--- src/complex_arithmetic_unit_top_defines.svh ---
// ----------------------------------------------------------------------------
// Assertion macros for the complex arithmetic unit
// Shared concurrent assertion forms, clocked on the rising edge and held off
// while reset is asserted.
// ----------------------------------------------------------------------------
`ifndef COMPLEX_ARITHMETIC_UNIT_TOP_DEFINES_SVH
`define COMPLEX_ARITHMETIC_UNIT_TOP_DEFINES_SVH

// Consequent must hold in the same cycle as the antecedent
`define CAU_ASSERT_SAME(label, clk, rst_n, ante, cons, msg) \
    label: assert property (@(posedge clk) disable iff (!rst_n) (ante) |-> (cons)) \
        else $error(msg);

// Consequent must hold in the cycle after the antecedent
`define CAU_ASSERT_NEXT(label, clk, rst_n, ante, cons, msg) \
    label: assert property (@(posedge clk) disable iff (!rst_n) (ante) |=> (cons)) \
        else $error(msg);

`endif

--- src/cau_pkg.sv ---
// ----------------------------------------------------------------------------
// cau_pkg
// Operation codes, control bundle, arctangent table and saturation helper
// for the complex arithmetic unit.
// ----------------------------------------------------------------------------
package cau_pkg;

    typedef enum logic [2:0] {
        OP_ADD   = 3'd0,
        OP_SUB   = 3'd1,
        OP_MUL   = 3'd2,
        OP_DIV   = 3'd3,
        OP_POLAR = 3'd4
    } op_t;

    localparam int CORDIC_STEPS = 24;
    localparam int ANG_BITS     = 20;
    localparam int NORM_STAGES  = 6;
    localparam int NORM_TOP     = 40;
    localparam int XW           = 45;
    localparam int ZW           = 28;
    localparam int DEG_90       = 90;

    // atan(2^-i) in degrees with ANG_BITS fraction bits
    localparam logic signed [ZW-1:0] ATAN_DEG [CORDIC_STEPS] = '{
        28'sd47185920, 28'sd27855475, 28'sd14718068, 28'sd7471121,
        28'sd3750058,  28'sd1876857,  28'sd938658,   28'sd469357,
        28'sd234682,   28'sd117342,   28'sd58671,    28'sd29335,
        28'sd14668,    28'sd7334,     28'sd3667,     28'sd1833,
        28'sd917,      28'sd458,      28'sd229,      28'sd115,
        28'sd57,       28'sd29,       28'sd14,       28'sd7
    };

    typedef struct packed {
        op_t  op;
        logic re_zero;
        logic im_zero;
        logic im_neg;
        logic den_zero;
        logic dir_ovf;
        logic n1_neg;
        logic n2_neg;
        logic q1_sat;
        logic q2_sat;
    } cau_ctrl_t;

    typedef struct packed {
        logic [31:0] val;
        logic        ovf;
    } sat_t;

    // Sign and magnitude to a wb-bit two's complement word, clamped
    function automatic sat_t sat_pack(input logic neg, input logic [63:0] mag,
                                      input int unsigned wb);
        sat_t        r;
        logic [63:0] lim;
        logic [63:0] m;
        lim   = 64'd1 << (wb - 1);
        m     = mag;
        r.ovf = 1'b0;
        if (neg)
        begin
            if (m > lim)
            begin
                r.ovf = 1'b1;
                m     = lim;
            end
            r.val = 32'(64'd0 - m);
        end
        else
        begin
            if (m > lim - 64'd1)
            begin
                r.ovf = 1'b1;
                m     = lim - 64'd1;
            end
            r.val = 32'(m);
        end
        return r;
    endfunction

endpackage

--- src/cau_cell.sv ---
// ----------------------------------------------------------------------------
// cau_cell
// One link of the processing chain. By its position it performs one
// restoring quotient bit on both divide lanes (the first cell checks the
// quotient range instead), one root bit, and one normalization shift or one
// CORDIC rotation; lanes outside its range pass through.
// ----------------------------------------------------------------------------
module cau_cell import cau_pkg::*; #(
    parameter int W   = 16,
    parameter int F   = 8,
    parameter int IDX = 0
) (
    input  logic                  clk,
    input  logic                  rst_n,
    input  logic                  up_valid,
    output logic                  up_ready,
    input  cau_ctrl_t             up_ctrl,
    input  logic [W-1:0]          up_dir_first,
    input  logic [W-1:0]          up_dir_second,
    input  logic [2*W+F:0]        up_r1,
    input  logic [2*W+F:0]        up_r2,
    input  logic [W:0]            up_q1,
    input  logic [W:0]            up_q2,
    input  logic [2*W-1:0]        up_den,
    input  logic [2*W-1:0]        up_srem,
    input  logic [W-1:0]          up_root,
    input  logic signed [XW-1:0]  up_x,
    input  logic signed [XW-1:0]  up_y,
    input  logic signed [ZW-1:0]  up_z,
    output logic                  dn_valid,
    input  logic                  dn_ready,
    output cau_ctrl_t             ctrl,
    output logic [W-1:0]          dir_first,
    output logic [W-1:0]          dir_second,
    output logic [2*W+F:0]        r1,
    output logic [2*W+F:0]        r2,
    output logic [W:0]            q1,
    output logic [W:0]            q2,
    output logic [2*W-1:0]        den,
    output logic [2*W-1:0]        srem,
    output logic [W-1:0]          root,
    output logic signed [XW-1:0]  x,
    output logic signed [XW-1:0]  y,
    output logic signed [ZW-1:0]  z
);

    localparam int RW       = 2 * W + F + 1;
    localparam int CW       = (3 * W + 2 > RW) ? 3 * W + 2 : RW;
    localparam int SQW      = 2 * W + 1;
    localparam bit DIV_SAT  = (IDX == 0);
    localparam bit DIV_STEP = (IDX >= 1) && (IDX <= W + 1);
    localparam int DIV_K    = DIV_STEP ? (W + 1 - IDX) : 0;
    localparam bit SQ_STEP  = (IDX < W);
    localparam int SQ_K     = SQ_STEP ? (W - 1 - IDX) : 0;
    localparam bit NORM     = (IDX < NORM_STAGES);
    localparam int NORM_SH  = NORM ? (1 << (NORM_STAGES - 1 - IDX)) : 0;
    localparam int NORM_LIM = NORM_TOP + 1 - NORM_SH;
    localparam bit ROT      = (IDX >= NORM_STAGES) && (IDX < NORM_STAGES + CORDIC_STEPS);
    localparam int ROT_I    = ROT ? (IDX - NORM_STAGES) : 0;

    logic                 v_reg, rdy;
    cau_ctrl_t            ctrl_reg, ctrl_next;
    logic [W-1:0]         dir_first_reg, dir_second_reg;
    logic [RW-1:0]        r1_reg, r2_reg, r1_next, r2_next;
    logic [W:0]           q1_reg, q2_reg, q1_next, q2_next;
    logic [2*W-1:0]       den_reg, srem_reg, srem_next;
    logic [W-1:0]         root_reg, root_next;
    logic signed [XW-1:0] x_reg, y_reg, x_next, y_next;
    logic signed [ZW-1:0] z_reg, z_next;

    logic [CW-1:0]        den_ext, r1_ext, r2_ext, dsh;
    logic [SQW-1:0]       sq_t, srem_ext;
    logic signed [XW-1:0] ay, mx, dx, dy;

    assign rdy      = !v_reg || dn_ready;
    assign up_ready = rdy;

    always_comb
    begin
        ctrl_next = up_ctrl;
        r1_next   = up_r1;
        r2_next   = up_r2;
        q1_next   = up_q1;
        q2_next   = up_q2;
        srem_next = up_srem;
        root_next = up_root;
        x_next    = up_x;
        y_next    = up_y;
        z_next    = up_z;

        den_ext  = CW'(up_den);
        r1_ext   = CW'(up_r1);
        r2_ext   = CW'(up_r2);
        dsh      = den_ext << DIV_K;
        sq_t     = (SQW'(up_root) << (SQ_K + 1)) + (SQW'(1) << (2 * SQ_K));
        srem_ext = SQW'(up_srem);
        ay       = up_y[XW-1] ? -up_y : up_y;
        mx       = (up_x > ay) ? up_x : ay;
        dx       = up_y >>> ROT_I;
        dy       = up_x >>> ROT_I;

        // quotient too large for the word: flag and let the bits run free
        if (DIV_SAT)
        begin
            ctrl_next.q1_sat = (r1_ext >= (den_ext << (W + 1)));
            ctrl_next.q2_sat = (r2_ext >= (den_ext << (W + 1)));
        end

        if (DIV_STEP)
        begin
            if (r1_ext >= dsh)
            begin
                r1_next = RW'(r1_ext - dsh);
                q1_next = {up_q1[W-1:0], 1'b1};
            end
            else
            begin
                q1_next = {up_q1[W-1:0], 1'b0};
            end
            if (r2_ext >= dsh)
            begin
                r2_next = RW'(r2_ext - dsh);
                q2_next = {up_q2[W-1:0], 1'b1};
            end
            else
            begin
                q2_next = {up_q2[W-1:0], 1'b0};
            end
        end

        if (SQ_STEP)
        begin
            if (srem_ext >= sq_t)
            begin
                srem_next = (2*W)'(srem_ext - sq_t);
                root_next = up_root | (W'(1) << SQ_K);
            end
        end

        // binary search for the shift that brings the larger part to the top
        if (NORM)
        begin
            if (mx < (XW'(1) << NORM_LIM))
            begin
                x_next = up_x <<< NORM_SH;
                y_next = up_y <<< NORM_SH;
            end
        end

        if (ROT)
        begin
            if (up_y > 0)
            begin
                x_next = up_x + dx;
                y_next = up_y - dy;
                z_next = up_z + ATAN_DEG[ROT_I];
            end
            else
            begin
                x_next = up_x - dx;
                y_next = up_y + dy;
                z_next = up_z - ATAN_DEG[ROT_I];
            end
        end
    end

    always_ff @(posedge clk or negedge rst_n)
    begin
        if (!rst_n)
            v_reg <= 1'b0;
        else if (rdy)
            v_reg <= up_valid;
    end

    always_ff @(posedge clk)
    begin
        if (rdy && up_valid)
        begin
            ctrl_reg       <= ctrl_next;
            dir_first_reg  <= up_dir_first;
            dir_second_reg <= up_dir_second;
            r1_reg         <= r1_next;
            r2_reg         <= r2_next;
            q1_reg         <= q1_next;
            q2_reg         <= q2_next;
            den_reg        <= up_den;
            srem_reg       <= srem_next;
            root_reg       <= root_next;
            x_reg          <= x_next;
            y_reg          <= y_next;
            z_reg          <= z_next;
        end
    end

    assign dn_valid   = v_reg;
    assign ctrl       = ctrl_reg;
    assign dir_first  = dir_first_reg;
    assign dir_second = dir_second_reg;
    assign r1         = r1_reg;
    assign r2         = r2_reg;
    assign q1         = q1_reg;
    assign q2         = q2_reg;
    assign den        = den_reg;
    assign srem       = srem_reg;
    assign root       = root_reg;
    assign x          = x_reg;
    assign y          = y_reg;
    assign z          = z_reg;

endmodule

--- config.mk ---
export PLATFORM = sky130hd
export DESIGN_NAME = cau_cell
export DESIGN_NICKNAME = d
export VERILOG_FILES = /design/src/complex_arithmetic_unit_top_defines.svh /design/src/cau_pkg.sv /design/src/cau_cell.sv
export SDC_FILE = /design/constraint.sdc
export NUM_CORES = 1
export LEC_CHECK = 0
export BUFFER_PORTS_ARGS = -buffer_cell sky130_fd_sc_hd__buf_2
export CAP_MARGIN = 0
export CORE_AREA = 2 2 280 282
export CTS_CLUSTER_DIAMETER = 80
export DETAILED_ROUTE_END_ITERATION = 10
export DIE_AREA = 0 0 282 284
export PLACE_DENSITY = 0.4
export SLEW_MARGIN = 25
export SYNTH_ARGS = -nofsm -noshare
export SYNTH_HDL_FRONTEND = slang
export SYNTH_SLANG_ARGS = --single-unit
--- constraint.sdc ---
create_clock -name clk -period 20.8 [get_ports clk]
set_clock_uncertainty 0.05 [all_clocks]
set_input_delay 2.08 -clock clk [delete_from_list [all_inputs] [get_ports clk]]
set_output_delay 2.08 -clock clk [all_outputs]
set_load 0.1 [all_outputs]
==> results.cfg <==
[cts]
cts_buffers = 48
hold_buffers = 0
clk_path_buf_depth = 3
cts_resized = 0
clock_latency_ps = 580
cts.clk_slew.worst_paths_ps = 60
cts_setup_buffers = 0
clockRootBuffer = clkbuf_16
cts_tree = done
cts_max_level = 2
clkSinkCount = 359

[die]
die_y_um = 284
die_area_um2 = 80090
row_count = 102
initial_core_util = 0.2273
io_pins = 722
die_x_um = 282
core_um2 = 76960

[sta]
period_needed_ps = 8196
hold_viol = 0
rsz0062_at_grt = false
fin_setup_tns_ps = 0
report.final.slew_viol_count = 0
setup_viol = 0
max_freq_mhz = 122.0
min_period_over_period = 0.3940
tightest_slew_ps = 896.9
timing.slew.headroom = 0.4021

[global_routing]
grt.total_usage = 0.1699
antenna_found_initial = 31
first_global_vias = 14220
grt_max_degree = 81
grt_overflow = 0
grt_first_pass_wirelength_mm = 99.77

[yosys]
async_flop_share = 0.002786
synth_area_leader_cell = edfxtp_1
syn_nets = 1796
syn_inst = 1322
yosys_warnings = 0
ys_top_cells_by_count = edfxtp_1 (358), ha_1 (111), a21boi_1 (60)
yosysMostFrequentCell = edfxtp_1
avgSynthCellArea_um2 = 13.23
ys_seq_elements = 359
syn_area_um2 = 17490
synth_top_area_share = 0.6145
synth_area_leaders = edfxtp_1 (61%), ha_1 (7.9%), a21boi_1 (2.6%)
ys.flop_type = edfxtp_1
yosysSeqAreaShare = 0.6160
synth_edf_count = 358
synth_cell_types = 71

[placed_design]
port_buffers = 719
gp_congestion = 0.8669
hpwl_mm = 57.35

[worst_setup_path]
crit_top_cell = buf_4
crit_slowest_cell = nand4b_1
worstPathCellList = buf_2 > nor4_4 > nand4b_1 > or3_1 > o41ai_1 > xor2_1 > ha_1 > nand4_1 > nor4_1 > nand2_1 > a21oi_1 > o41ai_1 > a31oi_1 > buf_4 > nor2_2 > buf_4 > o211ai_4 > buf_4 > a21oi_1
cp_num_buf_inv = 4
cp_top_family = simple AND/OR/NAND/NOR gates
cp_slowest_stage_delay_ps = 690
worstPathMaxFanout = 68
critPathArrivalTime_ps = 8380
required_ps = 20990
cp-start-kind = input pin
crit_type = input pin to flop
end_kind = flop

[finish]
num-fill-cells = 7941
multi_input_area_um2 = 6270
layout-drive-gt1-share = 0.4084
register_area_um2 = 10780
syn_to_final_growth_pct = 36.47
nNetsFinal = 2514

[drt]
drcViolationCount = 0
drt-initial-drc-count = 901
viasPerCell = 4.560
drtPass1Iterations = 5
ant_nets = 0
routedWlPerCell_um = 22.88
route.vias.total = 14240
drt-total-wl_mm = 71.47

[outcome]
status = completed

[pwr]
powerDensity_nw_per_um2 = 94.19
vdd_drop_max_mv = 0.05386
fin_total_pwr_mw = 2.249
p_leak_nw = 9.806

[job]
drv_cap = 0

[min_path]
hp-class = flop to flop
-- path summary, 6_finish.rpt --
kind | end | start | slack (ps) | depth (start not counted)
max | y[1]$_SDFFCE_PP0P_ | up_y[4] | 12600 | 19
min | dn_valid$_DFFE_PN0N_ | dn_valid$_DFFE_PN0N_ | 500 | 2
max reg2reg | x[4]$_SDFFCE_PP0P_ | dn_valid$_DFFE_PN0N_ | 17670 | 6
min reg2reg | dn_valid$_DFFE_PN0N_ | dn_valid$_DFFE_PN0N_ | 500 | 2
max in group asynchronous | dn_valid$_DFFE_PN0N_ | rst_n | 19410 | 1
min in group asynchronous | dn_valid$_DFFE_PN0N_ | rst_n | 1210 | 1
-- cell families (layout without fill, tap and decap cells) --
| family | after synthesis | count (layout) | share of synthesized area |
|---|---|---|---|
| compound gates | 288 | 288 | 0.1169 |
| xor+xnor | 55 | 55 | 0.02754 |
| fa+ha+maj | 112 | 112 | 0.08054 |
| buf+inv | 125 | 882 | 0.02825 |
| flops | 359 | 359 | 0.6160 |
| mux | 24 | 24 | 0.01495 |
| other cells | 0 | 5 | 0 |
| simple gates | 359 | 359 | 0.1158 |
-- placed cells by master (no fill, tap or decap), types with 8 or more instances in the layout --
cell type / Yosys / final
nor2b_1: 29 / 29
o21ai_0: 32 / 32
a31oi_1: 12 / 12
o22ai_1: 14 / 14
nand2_1: 56 / 56
o41ai_1: 8 / 8
nor4_1: 31 / 31
o21a_1: 24 / 24
or3_1: 10 / 10
nand4_1: 54 / 54
mux2_2: 17 / 17
nand3_1: 38 / 38
buf_2: 14 / 719
nor3_1: 19 / 19
clkbuf_16: 0 / 49
nand2b_1: 10 / 10
clkinv_1: 1 / 14
and2_1: 23 / 22
a21oi_1: 44 / 44
nor2_1: 47 / 46
o31ai_1: 10 / 10
edfxtp_1: 358 / 358
buf_4: 0 / 14
xnor2_1: 20 / 20
a21o_1: 18 / 18
inv_1: 56 / 56
xor2_1: 35 / 35
ha_1: 111 / 111
a21boi_1: 60 / 60
o211ai_1: 12 / 12
o2111ai_1: 13 / 13
-- power breakdown --
group / switching [mW] / internal (mW) / total (mW)
combinational: 0.471 / 0.116 / 0.587
sequential: 0.00959 / 0.853 / 0.863
clock: 0.338 / 0.461 / 0.799
-- final cells by class --
cell class                 count  share of cell area
tap                         1040             0.05451
timing repair buffer         736              0.1576
clock inverter                35             0.01226
inverter                      57            0.008962
sequential                   359              0.4514
clock buffer                  54             0.05215
antenna                        5           0.0005241
multi-input combinational    838              0.2626
-- per-layer routing --
layer / vias to the layer above / share of wire / global-route usage / routed length [um]
li1: 6614 / - / - / -
met1: 6875 / 0.35 / 0.1761 / 25050
met2: 575 / 0.54 / 0.3267 / 38530
met3: 152 / 0.083 / 0.05063 / 5915
met4: 28 / 0.025 / 0.04402 / 1811
met5: - / 0.0023 / 0 / 166
-- metrics by stage --
stage               instance area [um2]  setup WS (ps)  cells  hold WS [ps]  utilization
floorplan                         17490           8923   1322          1733            -
global route                      23870          12420   3121         545.2       0.3101
detailed placement                22270          12130   3028         503.2       0.2894
global placement                  22270          12140   3028         482.3       0.2894
CTS                               23810          12740   3117         517.4       0.3094
finish                            23870          12600   3124         503.8       0.3102
-- worst register-to-register path, stage by stage, from the launching register on --
cell and delay [ps]:
dfrtp_1 380, nand2b_1 120, and2_4 480, buf_12 310
buf_6 620, buf_4 490, buf_16 300
No activity file was read; power rests on OpenSTA's default activity.
