[src/complex_arithmetic_unit_top_defines.svh]
// ----------------------------------------------------------------------------
// Assertion macros for the complex arithmetic unit
// Shared concurrent assertion forms, clocked on the rising edge and held off
// while reset is asserted.
// ----------------------------------------------------------------------------
`ifndef COMPLEX_ARITHMETIC_UNIT_TOP_DEFINES_SVH
`define COMPLEX_ARITHMETIC_UNIT_TOP_DEFINES_SVH

// Consequent must hold in the same cycle as the antecedent
`define CAU_ASSERT_SAME(label, clk, rst_n, ante, cons, msg) \
    label: assert property (@(posedge clk) disable iff (!rst_n) (ante) |-> (cons)) \
        else $error(msg);

// Consequent must hold in the cycle after the antecedent
`define CAU_ASSERT_NEXT(label, clk, rst_n, ante, cons, msg) \
    label: assert property (@(posedge clk) disable iff (!rst_n) (ante) |=> (cons)) \
        else $error(msg);

`endif

[src/cau_pkg.sv]
// ----------------------------------------------------------------------------
// cau_pkg
// Operation codes, control bundle, arctangent table and saturation helper
// for the complex arithmetic unit.
// ----------------------------------------------------------------------------
package cau_pkg;

    typedef enum logic [2:0] {
        OP_ADD   = 3'd0,
        OP_SUB   = 3'd1,
        OP_MUL   = 3'd2,
        OP_DIV   = 3'd3,
        OP_POLAR = 3'd4
    } op_t;

    localparam int CORDIC_STEPS = 24;
    localparam int ANG_BITS     = 20;
    localparam int NORM_STAGES  = 6;
    localparam int NORM_TOP     = 40;
    localparam int XW           = 45;
    localparam int ZW           = 28;
    localparam int DEG_90       = 90;

    // atan(2^-i) in degrees with ANG_BITS fraction bits
    localparam logic signed [ZW-1:0] ATAN_DEG [CORDIC_STEPS] = '{
        28'sd47185920, 28'sd27855475, 28'sd14718068, 28'sd7471121,
        28'sd3750058,  28'sd1876857,  28'sd938658,   28'sd469357,
        28'sd234682,   28'sd117342,   28'sd58671,    28'sd29335,
        28'sd14668,    28'sd7334,     28'sd3667,     28'sd1833,
        28'sd917,      28'sd458,      28'sd229,      28'sd115,
        28'sd57,       28'sd29,       28'sd14,       28'sd7
    };

    typedef struct packed {
        op_t  op;
        logic re_zero;
        logic im_zero;
        logic im_neg;
        logic den_zero;
        logic dir_ovf;
        logic n1_neg;
        logic n2_neg;
        logic q1_sat;
        logic q2_sat;
    } cau_ctrl_t;

    typedef struct packed {
        logic [31:0] val;
        logic        ovf;
    } sat_t;

    // Sign and magnitude to a wb-bit two's complement word, clamped
    function automatic sat_t sat_pack(input logic neg, input logic [63:0] mag,
                                      input int unsigned wb);
        sat_t        r;
        logic [63:0] lim;
        logic [63:0] m;
        lim   = 64'd1 << (wb - 1);
        m     = mag;
        r.ovf = 1'b0;
        if (neg)
        begin
            if (m > lim)
            begin
                r.ovf = 1'b1;
                m     = lim;
            end
            r.val = 32'(64'd0 - m);
        end
        else
        begin
            if (m > lim - 64'd1)
            begin
                r.ovf = 1'b1;
                m     = lim - 64'd1;
            end
            r.val = 32'(m);
        end
        return r;
    endfunction

endpackage

[src/cau_back.sv]
// ----------------------------------------------------------------------------
// cau_back
// Result stage: rounds quotients, root and angle, applies the polar
// special cases, selects by operation and holds the result register.
// ----------------------------------------------------------------------------
`include "complex_arithmetic_unit_top_defines.svh"

module cau_back import cau_pkg::*; #(
    parameter int W = 16,
    parameter int F = 8
) (
    input  logic                  clk,
    input  logic                  rst_n,
    input  logic                  up_valid,
    output logic                  up_ready,
    input  cau_ctrl_t             ctrl,
    input  logic [W-1:0]          dir_first,
    input  logic [W-1:0]          dir_second,
    input  logic [W:0]            q1,
    input  logic [W:0]            q2,
    input  logic [2*W-1:0]        srem,
    input  logic [W-1:0]          root,
    input  logic signed [ZW-1:0]  z,
    output logic                  result_valid,
    input  logic                  result_stall,
    output logic [W-1:0]          res_first,
    output logic [W-1:0]          res_second,
    output logic                  overflow,
    output logic                  div_zero
);

    localparam int ASH = ANG_BITS - F;

    logic         rv_reg, rdy;
    logic [W-1:0] first_reg, second_reg, first_next, second_next;
    logic         ovf_reg, dz_reg, ovf_next, dz_next;

    logic [W+1:0]   qr1, qr2;
    logic [W:0]     rt;
    logic [ZW-1:0]  zmag, amag, lim90;
    logic           aneg;
    sat_t           p1, p2, pm, pa;

    assign rdy      = !rv_reg || !result_stall;
    assign up_ready = rdy;

    always_comb
    begin
        // halve the quotient with one guard bit: round half away from zero
        qr1 = ((W+2)'(q1) + (W+2)'(1)) >> 1;
        qr2 = ((W+2)'(q2) + (W+2)'(1)) >> 1;
        p1  = sat_pack(ctrl.n1_neg, ctrl.q1_sat ? (64'd1 << W) : 64'(qr1), W);
        p2  = sat_pack(ctrl.n2_neg, ctrl.q2_sat ? (64'd1 << W) : 64'(qr2), W);

        rt  = (W+1)'(root) + (W+1)'(srem > (2*W)'(root));
        pm  = sat_pack(1'b0, 64'(rt), W);

        lim90 = ZW'(DEG_90) << F;
        zmag  = z[ZW-1] ? ZW'(-z) : ZW'(z);
        amag  = (zmag + (ZW'(1) << (ASH - 1))) >> ASH;
        aneg  = z[ZW-1];
        if (amag > lim90)
            amag = lim90;
        priority if (ctrl.im_zero)
        begin
            amag = '0;
            aneg = 1'b0;
        end
        else if (ctrl.re_zero)
        begin
            amag = lim90;
            aneg = ctrl.im_neg;
        end
        pa = sat_pack(aneg, 64'(amag), W);

        first_next  = '0;
        second_next = '0;
        ovf_next    = 1'b0;
        dz_next     = 1'b0;
        unique case (ctrl.op)
            OP_ADD, OP_SUB, OP_MUL:
            begin
                first_next  = dir_first;
                second_next = dir_second;
                ovf_next    = ctrl.dir_ovf;
            end
            OP_DIV:
            begin
                if (ctrl.den_zero)
                begin
                    dz_next = 1'b1;
                end
                else
                begin
                    first_next  = p1.val[W-1:0];
                    second_next = p2.val[W-1:0];
                    ovf_next    = p1.ovf | p2.ovf;
                end
            end
            OP_POLAR:
            begin
                first_next  = pm.val[W-1:0];
                second_next = pa.val[W-1:0];
                ovf_next    = pm.ovf | pa.ovf;
            end
            default:
            begin
                first_next  = '0;
                second_next = '0;
            end
        endcase
    end

    always_ff @(posedge clk or negedge rst_n)
    begin
        if (!rst_n)
            rv_reg <= 1'b0;
        else if (rdy)
            rv_reg <= up_valid;
    end

    always_ff @(posedge clk)
    begin
        if (rdy && up_valid)
        begin
            first_reg  <= first_next;
            second_reg <= second_next;
            ovf_reg    <= ovf_next;
            dz_reg     <= dz_next;
        end
    end

    assign result_valid = rv_reg;
    assign res_first    = first_reg;
    assign res_second   = second_reg;
    assign overflow     = ovf_reg;
    assign div_zero     = dz_reg;

    `CAU_ASSERT_SAME(a_dz_clean, clk, rst_n, result_valid && div_zero, !overflow && res_first == '0 && res_second == '0, "zero divisor result not cleared")
    `CAU_ASSERT_NEXT(a_dz_raise, clk, rst_n, up_valid && rdy && ctrl.op == OP_DIV && ctrl.den_zero, result_valid && div_zero, "zero divisor not flagged")
    `CAU_ASSERT_NEXT(a_mag_pos, clk, rst_n, up_valid && rdy && ctrl.op == OP_POLAR, result_valid && !res_first[W-1], "polar magnitude negative")

endmodule

[config.mk]
export PLATFORM = sky130hd
export DESIGN_NAME = cau_back
export DESIGN_NICKNAME = d
export VERILOG_FILES = /design/src/cau_pkg.sv /design/src/cau_back.sv
export VERILOG_INCLUDE_DIRS = /design/src /design/src/src
export SDC_FILE = /design/constraint.sdc
export NUM_CORES = 1
export LEC_CHECK = 0
export BUFFER_PORTS_ARGS = -buffer_cell sky130_fd_sc_hd__clkbuf_2
export CAP_MARGIN = 5
export CORE_MARGIN = 4
export CORE_UTILIZATION = 49
export DETAILED_ROUTE_END_ITERATION = 6
export PLACE_DENSITY = 0.83
export SYNTH_ARGS = -nofsm -noshare
export SYNTH_HDL_FRONTEND = slang
export SYNTH_SLANG_ARGS = --single-unit
export TNS_END_PERCENT = 50
[constraint.sdc]
create_clock -name clk -period 1.9 [get_ports clk]
set_clock_uncertainty 0.15 [all_clocks]
set_input_delay 0.38 -clock clk [delete_from_list [all_inputs] [get_ports clk]]
set_output_delay 0.38 -clock clk [all_outputs]
set_load 0.005 [all_outputs]
==> summary.md, run 1 <==
The run stopped with a tool error. The run ended at global routing (5_1_grt). The first error in the log reads "[ERROR GRT-0232] Routing congestion too high. Check the congestion heatmap in the GUI".

The number of levels in the clock H-tree is 2, and the x dimension of the die is 123 um. The post-synthesis share of cell area spent on and, or, nand and nor gates came out at 0.304. The post-synthesis cell area is 6440 um^2. At the end of routability-driven placement, the weighted congestion stood at 1.01. Post-synthesis async set-or-reset flop share: 0.0286. After synthesis the netlist holds a flip-flop and latch count of 35.

When the netlist entered floorplanning its net count stood at 1092. The tools report the I/O pin count as 194. By area the synthesized netlist is led by sky130_fd_sc_hd__edfxtp_1 16%, sky130_fd_sc_hd__xnor2_1 7.9%, sky130_fd_sc_hd__a21oi_1 6.6%.

In the synthesized netlist the dominant register cell turns out to be sky130_fd_sc_hd__edfxtp_1. The run gives 0.742 as the total global routing track utilization. Buffers inserted during clock tree synthesis total 5. Worst endpoint kind after the last repair: a register data pin. The logs give 0.506 for the starting density of the core and 0 for the total number of yosys warnings. The area share of fa/ha/maj cells after synthesis is 0.0466. The number of sinks driven by the clock tree came out at 35. Row generation in the floorplan step produced 41 rows. In the global-route stage, repair_timing last flagged the worst endpoint as res_second[12]$_DFFE_PP_/D. The pin count of the biggest net entering global routing was 35; the fraction of the yosys area taken by sequential cells was 0.162. The total of buffers placed on input and output ports was 193. Counting every instance in the synthesized netlist gives 910. From bottom edge to top edge, the die measures 123 um. The half-perimeter wire length after detailed placement is 22600 um, and the compound-cell area share of the yosys netlist is 0.304.

The multiplexer share of the synthesized area came out at 0.0179. The top-area cell type share of the netlist area was 0.159; the clock tree buffer depth was 2. The remaining global-route overflow was 30. The average instance in the mapped netlist occupies 7.08 um^2. The largest total area in the synthesized netlist belongs to sky130_fd_sc_hd__edfxtp_1. The tools report the number of distinct library cell variants in the gate-level netlist after synthesis as 79. The root buffer cell chosen for the clock tree is sky130_fd_sc_hd__clkbuf_16. The most common cell in the synthesized netlist is sky130_fd_sc_hd__a21oi_1. The count of flip-flops with a built-in enable after synthesis is 34. The dominant combinational cell family by area after synthesis is compound AO/OA/AOI/OAI gates. Xor/xnor cell area share of the yosys netlist: 0.110.

The commonest cells after synthesis are 85 x sky130_fd_sc_hd__a21oi_1, 73 x sky130_fd_sc_hd__nor2_1, 72 x sky130_fd_sc_hd__o21ai_0.
## layer usage
layer,track usage,GRT overflow
met1,0.711,1
met2,0.854,10
met3,0.692,1
met4,0.736,18
met5,0.417,0
## metrics by stage
stage | setup WS (ns) | util | std cells | area (um^2)
3_5_place_dp | -3.01 | 0.798 | 1541 | 10200
4_1_cts | -2.59 | 0.855 | 1568 | 10900
2_1_floorplan | -2.86 | - | 910 | 6760
3_3_place_gp | -2.81 | 0.798 | 1541 | 10200
## logic make-up after synthesis
| group | Yosys count |
|---|---|
| xor gates and xnor gates | 79 |
| and+or+nand+nor | 367 |
| DFF | 35 |
| buffers and inverters | 93 |
| muxes | 11 |
| adders and majority gates | 24 |
| AOI/OAI and AO/OA | 301 |
## repair_timing
item                       in CTS
buffers inserted               17
setup endpoints to repair      33
pin swaps                      40
hold endpoints to repair        1
gates resized for setup        95
hold buffers                    1
gates cloned                    1
==> run 2, diff against run 1 <==
--- a/config.mk
+++ b/config.mk
@@ -9,9 +9,9 @@
 export BUFFER_PORTS_ARGS = -buffer_cell sky130_fd_sc_hd__clkbuf_2
 export CAP_MARGIN = 5
 export CORE_MARGIN = 4
-export CORE_UTILIZATION = 49
+export CORE_UTILIZATION = 40
 export DETAILED_ROUTE_END_ITERATION = 6
-export PLACE_DENSITY = 0.83
+export PLACE_DENSITY_LB_ADDON = 0.15
 export SYNTH_ARGS = -nofsm -noshare
 export SYNTH_HDL_FRONTEND = slang
 export SYNTH_SLANG_ARGS = --single-unit
==> constraint.sdc (replaced) <==
create_clock -name clk -period 2.45 [get_ports clk]
set_clock_uncertainty 0.15 [all_clocks]
set_input_delay 0.49 -clock clk [delete_from_list [all_inputs] [get_ports clk]]
set_output_delay 0.49 -clock clk [all_outputs]
set_load 0.005 [all_outputs]
==> summary.md, run 2 <==
Slowest stage cell on the critical path: sky130_fd_sc_hd__or4_4. On the final layout, the worst hold slack is 0.260 ns. Dividing the detail-routed via count by the number of cells gives 5.50. The met2 usage was 0.471. For the synthesized net count, the log shows 1092. The post-synthesis async set-or-reset flop share came out at 0.0286.

The count of max-cap constraint violations came out at 0. The routed layout has 8857 vias. The peak supply drop is 251 uV.

In the layout the commonest cells are 322 x sky130_fd_sc_hd__buf_4, 189 x sky130_fd_sc_hd__clkbuf_2, 69 x sky130_fd_sc_hd__nor2_1. The flow ran to the end, but the final reports show violations. For this run, the slowest stage of the critical path takes 0.55 ns. The repair_antennas step left the layout with diodes totalling 0. After the last flow step, the layout net total stands at 1574. Counting flops and latches in the post-synthesis netlist gives 35. 194 I/O pins were placed. The worst hold path belongs to the class input port to register. For the length of the first detailed-routing pass in iterations, the log shows 5.

The final reports fail on setup timing. Fraction of power consumed by the clock network: 0.214. In this run, distinct cell masters in the synthesized netlist total 79.

The number of global-route vias before repair was 8430. sky130_fd_sc_hd__a21oi_1 is the most common cell in the netlist. No sink is reached through more buffers than the 2 on the longest clock path.

By count the netlist is led by 85 x sky130_fd_sc_hd__a21oi_1, 73 x sky130_fd_sc_hd__nor2_1, 72 x sky130_fd_sc_hd__o21ai_0. The minimum clock period after layout was 4.72 ns. The number of slew-limit violations in the final report is 0, and the layout-stage area growth over the synthesis result is 70.0%. The tools report the global routing met1 resource utilization as 0.337.

The logs give 0.0369 for the met3 track demand over resource in global routing and 0.949 for the weighted congestion reported at the end of routability-driven placement. The main flop type after synthesis was sky130_fd_sc_hd__edfxtp_1. The global routing stage identified its most utilized layer as met2. Row generation in the floorplan step produced 46 rows. The top-area cell type share of the netlist area works out to 0.159. The library cell used most frequently in the layout, excluding fill and tap cells, is sky130_fd_sc_hd__buf_4.

The post-synthesis cell area is 6440 um^2. The tree built by TritonCTS fans out to 35 sinks. The number of clock buffers added by TritonCTS is 5. The power density over cell area came out at 276 nW/um^2. Entering global routing, the biggest net connects 35 pins.

The tools report the synthesized netlist cell count as 910. The die span in y came out at 135 um. The signal on the critical path passes through clkbuf_8, or4_4, o41ai_4, xnor2_2, o21a_1, nand3_4, nor2_4, mux2_4, a311oi_4, nor2_4, nand2_2, ha_4, inv_2, or3b_4, o22ai_4, nor3b_4, a32oi_1, o21ai_1, xor2_1, o31ai_1. From left edge to right edge, the die measures 135 um. The required time reported for the critical path endpoint was 2.32 ns. The post-route clock period utilization was 1.93.

Yosys attributes the largest share of cell area to sky130_fd_sc_hd__edfxtp_1 16%, sky130_fd_sc_hd__xnor2_1 7.9%, sky130_fd_sc_hd__a21oi_1 6.6%. In this run, synthesis inferred 34 flip-flops with an integrated enable. The leakage power is 4.75 nW, and the die outline area is 18200 um^2.

TritonCTS built the clock tree. The logs give 0.546 for the part of the power in combinational logic and 0 for the remaining global-route overflow. The share of power burned in registers was 0.240. sky130_fd_sc_hd__edfxtp_1 takes more of the synthesized area than any other cell.

The switching part of the total was 0.367; the fraction of the yosys area taken by sequential cells was 0.162. The hold violation total from the final report is 0, and the half-perimeter wire length after detailed placement is 20100 um. Derived from the worst setup path, the maximum achievable clock frequency is 212 MHz. In the routed design, unresolved DRC markers number 0.

Setup repair after global routing could not meet its margin everywhere. STA classifies the critical path endpoint as a register. Clock tree synthesis selected as its root buffer the cell sky130_fd_sc_hd__clkbuf_16. The number of antenna violations at the first check in global routing is 0, and the starting density of the core is 0.407. Setup violations remaining at the end of the flow were counted as 33. Yosys printed 0 warnings. The transition time at the pin with the least slew margin is 0.461 ns, and the insertion delay to the later sink of the worst-skew pair is 0.29 ns. Along the worst path, the maximum fanout reaches 4. The clock slew at the register clock pins of the worst setup and hold paths is 0.06 ns, and the number of levels in the clock H-tree is 2. The internal power consumption came out at 1.91 mW. The final layout contains routed wiring with a total length of 24900 um.

The final setup slack of the worst path is -2.27 ns, and the critical path buffer and inverter count is 2. The worst setup path is of the input port to register kind. The layout cell share with drive strength beyond 1 was 0.487.

Average size of a mapped cell: 7.08 um^2. The first global-routing pass estimated 39700 um of wire. The analysis attributes to net switching a power of 1.11 mW. The total of buffers placed on input and output ports came out at 193. The kind of cell with the highest combined delay along the critical path is simple AND/OR/NAND/NOR gates.

The run gives 0.264 as the total global routing track utilization. The post-detailed-route count of antenna-violating nets is 0, and the critical path arrival is 4.60 ns. After detailed routing, the average wire length per cell comes to 15.5 um. The logs give -40.50 ns for the total negative setup slack and 0.692 for the worst-case headroom to the max-slew limit.

The area of the core is 15800 um^2, and the count of routing violations after the opening detailed-route iteration is 603. The cell repeated most along the worst path is sky130_fd_sc_hd__nor2_4. The worst setup path is launched from an input port.
==> run 2: final cells by class <==
type	instances	area [um^2]
inverter	40	153
multi-input combinational	782	5780
sequential	35	1050
tap	216	270
clock inverter	2	12.5
clock buffer	6	129
fill	1334	4880
timing repair buffer	528	3560
==> run 2: kinds of logic (layout without fill, tap and decap cells) <==
family,Yosys count,in the layout,share of synthesized area
AOI/OAI and AO/OA,301,301,0.304
xor gates and xnor gates,79,79,0.110
adders and majority gates,24,24,0.0466
buffers and inverters,93,576,0.0546
DFF,35,35,0.162
muxes,11,11,0.0179
and+or+nand+nor,367,367,0.304
==> run 2: metal layers <==
metal	vias to the layer above	wire, um	share of wire
met4	0	465	0.019
met5	-	0	0
li1	4420	-	-
met3	39	1460	0.058
met1	4114	10500	0.42
met2	284	12500	0.50
==> run 2: through the flow <==
| stage | instances | worst slack, ns | power (mW) | util | instance area (um^2) |
|---|---|---|---|---|---|
| floorplan | 910 | -2.42 | 1.47 | - | 6760 |
| CTS | 1604 | -2.18 | 2.97 | 0.682 | 10800 |
| global placement | 1577 | -2.41 | 2.21 | 0.639 | 10100 |
| global route | 1609 | -2.49 | 3.20 | 0.692 | 10900 |
| detailed placement | 1577 | -2.53 | 2.23 | 0.639 | 10100 |
| finish | 1609 | -2.27 | 3.02 | 0.692 | 10900 |
==> run 2: power by group through the flow <==
stage	registers, mW	clock network, mW	logic (mW)
6_report	0.724	0.646	1.65
5_1_grt	0.727	0.681	1.79
4_1_cts	0.724	0.646	1.59
3_5_place_dp	0.736	0	1.49
3_3_place_gp	0.737	0	1.47
2_1_floorplan	0.739	0	0.730
==> run 2: path summary, 6_finish.rpt <==
check | slack [ns] | cells past startpoint | start | end
min | 0.26 | 2 | up_valid | result_valid
max in group asynchronous | 1.68 | 2 | rst_n | result_valid
max | -2.27 | 20 | z[9] | res_second[12]
min in group asynchronous | 0.38 | 2 | rst_n | result_valid
max reg2reg | 0.93 | 3 | result_valid | res_second[1]
min reg2reg | 0.38 | 2 | result_valid | result_valid
==> run 2: timing repair <==
action / in CTS / in global routing
hold buffers: 1 / 0
pin swaps: 49 / 19
cloned: 1 / 0
gates resized for setup: 97 / 33
hold endpoints to repair: 1 / 0
setup buffers: 17 / 5
setup endpoints to repair: 33 / 33
(Power assumes the default switching activity.)
